## src/sv/sem_pkg.sv

```systemverilog
`timescale 1ns / 1ps
// Shared constants, register codes and controller/datapath interface types for the Sobel block.
package sem_pkg;

	// Default size limits of the frame.
	localparam int DEF_MAX_WIDTH  = 1024;
	localparam int DEF_MAX_HEIGHT = 4096;

	// Channel and pixel widths.
	localparam int CH_W  = 8;
	localparam int NUM_CH = 3;
	localparam int PIX_W = CH_W * NUM_CH;

	// Configuration port.
	localparam int WIDTH_REG_W  = 11;
	localparam int HEIGHT_REG_W = 13;
	localparam int CFG_DATA_W   = 13;
	localparam int CFG_ADDR_W   = 1;

	localparam logic [CFG_ADDR_W-1:0] REG_IMAGE_WIDTH  = 1'd0;
	localparam logic [CFG_ADDR_W-1:0] REG_IMAGE_HEIGHT = 1'd1;

	localparam logic [WIDTH_REG_W-1:0]  WIDTH_RST  = 11'd640;
	localparam logic [HEIGHT_REG_W-1:0] HEIGHT_RST = 13'd480;

	// Gradient and magnitude arithmetic.
	localparam int GRAD_W     = 11;
	localparam int SUM_W      = 21;
	localparam int SQ_W       = 20;
	localparam int ROOT_STEPS = CH_W;
	localparam int STEP_W     = $clog2(ROOT_STEPS);

	typedef struct packed {
		logic              take;
		logic              update;
		logic              grad;
		logic              sum;
		logic              step;
		logic [STEP_W-1:0] bit_idx;
		logic              load_out;
	} cmd_t;

	typedef struct packed {
		logic skip;
		logic emit;
		logic out_busy;
	} sts_t;

endpackage

```

## src/sv/sem_ctrl.sv

```systemverilog
`timescale 1ns / 1ps
// Controller state machine that sequences one item through the datapath.
module sem_ctrl (
	input  logic          clk,
	input  logic          arst_n,
	input  logic          s_tvalid,
	output logic          s_tready,
	input  sem_pkg::sts_t sts,
	output sem_pkg::cmd_t cmd
);

	typedef enum logic [2:0] {
		ST_IDLE,
		ST_UPD,
		ST_GRAD,
		ST_SUM,
		ST_ROOT,
		ST_OUT
	} state_t;

	state_t state_q;
	logic [sem_pkg::STEP_W-1:0] step_q;

	assign s_tready = (state_q == ST_IDLE);

	always_comb begin
		cmd = '0;
		case (state_q)
			ST_IDLE: cmd.take     = s_tvalid && !sts.skip;
			ST_UPD:  cmd.update   = 1'b1;
			ST_GRAD: cmd.grad     = 1'b1;
			ST_SUM:  cmd.sum      = 1'b1;
			ST_ROOT: begin
				cmd.step    = 1'b1;
				cmd.bit_idx = step_q;
			end
			ST_OUT:  cmd.load_out = !sts.out_busy;
			default: ;
		endcase
	end

	always_ff @(posedge clk or negedge arst_n) begin
		if (!arst_n) begin
			state_q <= ST_IDLE;
			step_q  <= '0;
		end else begin
			case (state_q)
				ST_IDLE: if (s_tvalid && !sts.skip) state_q <= ST_UPD;
				ST_UPD:  state_q <= sts.emit ? ST_GRAD : ST_IDLE;
				ST_GRAD: state_q <= ST_SUM;
				ST_SUM: begin
					state_q <= ST_ROOT;
					step_q  <= sem_pkg::STEP_W'(sem_pkg::ROOT_STEPS - 1);
				end
				ST_ROOT: begin
					if (step_q == '0) begin
						state_q <= ST_OUT;
					end else begin
						step_q <= step_q - sem_pkg::STEP_W'(1);
					end
				end
				ST_OUT:  if (!sts.out_busy) state_q <= ST_IDLE;
				default: state_q <= ST_IDLE;
			endcase
		end
	end

endmodule

```

## config.mk

```make
export PLATFORM = sky130hd
export DESIGN_NAME = sem_ctrl
export DESIGN_NICKNAME = d
export VERILOG_FILES = /design/src/sv/sem_pkg.sv /design/src/sv/sem_ctrl.sv
export SDC_FILE = /design/constraint.sdc
export NUM_CORES = 1
export LEC_CHECK = 0
export BUFFER_PORTS_ARGS = -buffer_cell sky130_fd_sc_hd__buf_2
export CORE_AREA = 3 3 40 42
export DETAILED_ROUTE_END_ITERATION = 10
export DIE_AREA = 0 0 43 45
export GPL_TIMING_DRIVEN = 0
export PLACE_DENSITY = 0.66
export SLEW_MARGIN = 40
export SYNTH_ARGS = -nofsm -noshare
export SYNTH_HDL_FRONTEND = slang
export SYNTH_SLANG_ARGS = --single-unit
```

## constraint.sdc

```tcl
create_clock -name clk -period 1.44 [get_ports clk]
set_input_delay 0.288 -clock clk [delete_from_list [all_inputs] [get_ports clk]]
set_output_delay 0.288 -clock clk [all_outputs]
set_load 0.01 [all_outputs]
```

==> flow_summary.yaml, run 1 <==
status:
  outcome: "complete, but fails checks"
  violations: "setup timing"
clock_network:
  cts_tree: "built"
  clock_path_buffers: 2
  numCtsBuffers: 3
  insertion_delay_ps: 240
  clk_pin_slew_worst_paths_ps: 40
  clkSinkCount: 6
  htreeDepth: 1
  root_buffer: "clkbuf_4"
global_route:
  grt_usage_pct: 12.5
  grt_pass1_vias: 408
  grt_max_degree: 11
  grt_remaining_overflow: 0
  grt_pass1_wl_um: 1750
  antenna_found_initial: 0
timing:
  setup_ws_ps: -149
  timing.final.crit_share_pct: 110
  fmax_mhz: 629
  relSlewSlack_pct: 84.5
  hold_viol_final: 0
  holdWs_ps: 308
  slew_viol_final: 0
  clock_skew_ps: 3.21
  setup_viol: 6
  worst_pin_slew_ps: 232
  finalSetupTns_ps: -448
  rsz0062_at_grt: "true"
  post-route-min-period_ps: 1590
drt:
  via_per_inst: 4.87
  vias: 438
  drt_iter0_drc: 8
  postRouteAntennaNets: 0
  routedWlPerCell_um: 11.1
  drc: 0
  first_pass_iters: 4
  wirelength_um: 998
floorplan:
  core_um2: 1280
  fp.dieH_um: 45
  start_util_pct: 33.3
  pin_count: 16
  die_w_um: 43
  fp-row-count: 13
  fp.dieArea_um2: 1940
power_and_ir_drop:
  ir_worst_vdd_uv: 683
  power_frac_comb_pct: 65.7
  swShare_pct: 37.9
  power_frac_clock_pct: 11.1
  leakage_nw: 0.356
  p_sw_mw: 0.519
  powerDensity_nw_per_um2: 2020
  p_int_mw: 0.849
  seqPwrFrac_pct: 23.2
critical_path:
  worstPathMaxFanout: 10
  cpMaxStageDelayCell: "dfrtp_1"
  path_cells: "buf_6, or2b_1, nor3_1, buf_2"
  cp.required_ps: 1150
  crit_type: "reg2out"
  startpoint_type: "flip-flop"
  cp_top_family: "simple AND/OR/NAND/NOR gates"
  critical_path_arrival_ps: 1300
  cp_slowest_stage_delay_ps: 380
  cp-end-kind: "output port"
  path_buf_inv: 2
synth:
  synth-main-ff-cell: "dfrtp_1"
  synth-edff-count: 0
  syn-num-nets: 53
  ys_ff_latch: 6
  yosysSeqAreaShare_pct: 35.1
  async_reset_ff_share_pct: 100
  synth_cell_types: 26
  yosysWarnings: 0
  netlist_area_um2: 428
  syn_area_per_cell_um2: 9.51
  synthCells: 45
placement:
  post-dp-hpwl_um: 676
  io_buffers: 15
  dp_slack_ps: 16.1
  globalplace.congestion: 0.682
final_layout:
  nets: 85
  diodes: 0
  drive_gt1_share_pct: 53.3
  syn_to_final_growth_pct: 58.5
  fillers: 122
  mostFrequentLayoutCell: "buf_2"
  final_cell_mix: "buf_2, buf_4, buf_6, dfrtp_1"
worst_hold_path:
  hold_class: "in2reg"
run:
  cap_violations: 0
-- cell usage after synthesis (2+ instances only) --
master | instances | area share (%)
inv_1 | 3 | 2.6
nor2_1 | 2 | 1.8
nor2b_1 | 2 | 2.9
nor3_1 | 3 | 3.5
nand2_1 | 3 | 2.6
ha_1 | 2 | 5.8
nor3b_1 | 2 | 3.5
buf_2 | 2 | 2.3
nand3b_1 | 2 | 3.5
nand2b_1 | 3 | 4.4
dfrtp_1 | 6 | 35
-- power groups by stage --
stage | sequential, mW | clock (mW) | combinational (mW)
2_1_floorplan | 0.300 | 0 | 0.486
3_3_place_gp | 0.312 | 0 | 0.638
3_5_place_dp | 0.315 | 0 | 0.647
4_1_cts | 0.318 | 0.161 | 0.844
5_1_grt | 0.335 | 0.169 | 0.989
6_report | 0.317 | 0.152 | 0.898
-- logic make-up (layout without fill, tap and decap cells) --
family	Yosys count	in the layout	share of synthesized area, %
AOI/OAI and AO/OA	6	6	10.2
adders and majority gates	2	2	5.85
buffers and inverters	6	36	7.60
DFF	6	6	35.1
muxes	2	2	5.85
and+or+nand+nor	23	23	35.4
-- per-layer routing --
metal / share of wire (%) / vias up / global-route usage (%)
met5: 0 / - / 0
met4: 1.6 / 0 / 10.8
met3: 4.6 / 2 / 1.20
met2: 54 / 13 / 21.9
met1: 40 / 206 / 13.4
li1: - / 217 / -
-- state kept, by name, summed over array words and instances, names as in the netlist --
register and flops:
state_q 3, step_q 3
-- layout make-up --
| class | instances | area [um^2] | share of cell area (%) |
|---|---|---|---|
| multi-input cells | 33 | 256 | 37.8 |
| repair buffers | 27 | 184 | 27.1 |
| plain buffers | 3 | 33.8 | 4.98 |
| flip-flops and latches | 6 | 151 | 22.3 |
| inverters | 3 | 11.3 | 1.66 |
| clock buffers | 3 | 22.5 | 3.32 |
| well taps | 15 | 18.8 | 2.77 |
-- worst min-delay path, stage by stage --
cell and delay [ps]:
buf_2 100, nand3b_1 70, a21oi_1 50
-- repair_timing --
action / 4_1_cts / 5_1_grt
setup endpoints to repair: 10 / 12
endpoints found under the hold margin: 6 / 0
resized for setup: 12 / 1
pin swaps: 3 / 3
cloned: 1 / 0
hold buffers: 1 / 0
buffers inserted: 7 / 3
-- final timing paths --
kind,startpoint,end,cells after the start,slack (ps)
setup / recovery,state_q[1],cmd[1],4,-150
hold / removal,sts[1],state_q[1],3,310
setup reg to reg,state_q[1],step_q[2],6,10
hold reg to reg,step_q[0],step_q[0],1,490
max in group asynchronous,arst_n,state_q[0],2,890
min in group asynchronous,arst_n,state_q[0],2,400
-- per-stage QoR --
step	cell area [um^2]	cells	total power [mW]	utilization, %
4_1_cts	651	87	1.32	50.6
2_1_floorplan	428	45	0.785	-
3_5_place_dp	522	75	0.962	40.6
3_3_place_gp	522	75	0.950	40.6
6_report	678	90	1.37	52.8
5_1_grt	678	90	1.49	52.8
Power figures use the tool's default switching activity.
==> run 2, diff against run 1 <==
--- a/config.mk
+++ b/config.mk
@@ -9,7 +9,6 @@
 export CORE_AREA = 3 3 40 42
 export DETAILED_ROUTE_END_ITERATION = 10
 export DIE_AREA = 0 0 43 45
-export GPL_TIMING_DRIVEN = 0
 export PLACE_DENSITY = 0.66
 export SLEW_MARGIN = 40
 export SYNTH_ARGS = -nofsm -noshare
==> flow_summary.yaml, run 2 (synthesis gave the netlist of run 1 again) <==
status:
  outcome: "complete, but fails checks"
  violations: "setup timing"
critical_path:
  path_cells: "or2b_1, nor3_2, buf_2"
  cp.required_ps: 1150
  r2r-start: "state_q[1]"
  r2r_end: "step_q[1]"
  rr_worst_depth: 4
  cpMaxStageDelayCell: "dfrtp_2"
  worstPathMaxFanout: 5
  regToRegSetupSlack_ps: 120
  cp_slowest_stage_delay_ps: 450
  cp_top_family: "flip-flops"
  startpoint_type: "flip-flop"
  path_buf_inv: 1
  crit_type: "reg2out"
  critical_path_arrival_ps: 1280
  cp-end-kind: "output port"
floorplan:
  die_w_um: 43
  fp-row-count: 13
  pin_count: 16
  fp.dieH_um: 45
  fp.dieArea_um2: 1940
  core_um2: 1280
  start_util_pct: 33.3
global_route:
  grt_max_degree: 10
  grt_pass1_vias: 406
  grt_remaining_overflow: 0
  grt_usage_pct: 11.9
  grt_pass1_wl_um: 1700
  antenna_found_initial: 0
power_and_ir_drop:
  p_int_mw: 0.824
  p_sw_mw: 0.553
  leakage_nw: 0.345
  power_frac_comb_pct: 62.0
  powerDensity_nw_per_um2: 2010
  finalPower_mw: 1.38
  swShare_pct: 40.1
  seqPwrFrac_pct: 26.4
  power_frac_clock_pct: 11.6
  ir_worst_vdd_uv: 907
drt:
  via_per_inst: 4.82
  postRouteAntennaNets: 0
  routedWlPerCell_um: 12.4
  first_pass_iters: 2
  drc: 0
  vias: 424
  drt_iter0_drc: 1
  wirelength_um: 1090
worst_hold_path:
  worstHoldPathCells: 3
  hold_end: "state_q[1]"
  min_from: "sts[1]"
  hold_class: "in2reg"
timing:
  rsz0062_at_grt: "true"
  fmax_mhz: 637
  hold_viol_final: 0
  finalSetupTns_ps: -486
  relSlewSlack_pct: 83.6
  slew_viol_final: 0
  setup_ws_ps: -129
  holdWs_ps: 303
  clock_skew_ps: 4.53
  post-route-min-period_ps: 1570
  worst_pin_slew_ps: 245
  setup_viol: 7
  timing.final.crit_share_pct: 109
final_layout:
  mostFrequentLayoutCell: "buf_2"
  reg_top3: "state_q (3), step_q (3)"
  diodes: 0
  syn_to_final_growth_pct: 60.2
  drive_gt1_share_pct: 58.9
  final_core_util_pct: 53.4
  nets: 83
  final_cell_mix: "buf_2, buf_4, buf_6"
run:
  cap_violations: 0
clock_network:
  clock_path_buffers: 2
  htreeDepth: 1
  clkSinkCount: 6
  root_buffer: "clkbuf_4"
  numCtsBuffers: 3
  clk_pin_slew_worst_paths_ps: 50
  cts_tree: "built"
  insertion_delay_ps: 250
placement:
  dp_slack_ps: 65.1
  io_buffers: 15
  globalplace.congestion: 0.657
  post-dp-hpwl_um: 697
## run 2: worst max path at each step
stage | to | slack (ps) | startpoint | cells after the start
floorplan | cmd[0] | 70 | state_q[0] | 2
global placement | cmd[3] | 100 | state_q[0] | 3
detailed placement | cmd[3] | 70 | state_q[0] | 3
CTS | cmd[0] | -130 | state_q[1] | 3
global route | cmd[0] | -190 | state_q[1] | 3
finish | cmd[1] | -130 | state_q[1] | 3
## run 2: worst min-delay path, delay by kind of cell
family / cells / cell delay (ps)
buf+inv: 1 / 100
compound gates: 1 / 60
simple gates: 1 / 70
## run 2: cell type report
cell class              instances  area (um^2)
repair buffers                 28          193
multi-input cells              33          287
inverters                       3         11.3
well taps                      15         18.8
clock buffers                   3         22.5
flip-flops and latches          6          154
fillers                       118          599
## run 2: metal layers
metal	global-route usage, %	share of wire (%)
met1	13.2	44
met2	21.9	52
met3	4.78	4.3
met4	1.81	0
met5	0	0
## run 2: repair_timing
action                                  in CTS  in global routing
endpoints found under the setup margin      10                 11
pin swaps                                    3                  2
endpoints found under the hold margin        6                  0
setup buffers                                5                  5
hold buffers                                 1                  0
gates resized for setup                      9                  6
## run 2: per-stage QoR
stage	area [um^2]	std cells
6_report	686	88
5_1_grt	686	88
4_1_cts	622	84
3_5_place_dp	523	75
3_3_place_gp	523	75
2_1_floorplan	428	45
## run 2: power groups by stage
stage / Clock (mW) / Sequential, mW / Combinational, mW
3_5_place_dp: 0 / 0.356 / 0.614
2_1_floorplan: 0 / 0.300 / 0.486
3_3_place_gp: 0 / 0.352 / 0.601
4_1_cts: 0.164 / 0.357 / 0.740
5_1_grt: 0.181 / 0.376 / 0.930
6_report: 0.160 / 0.364 / 0.854
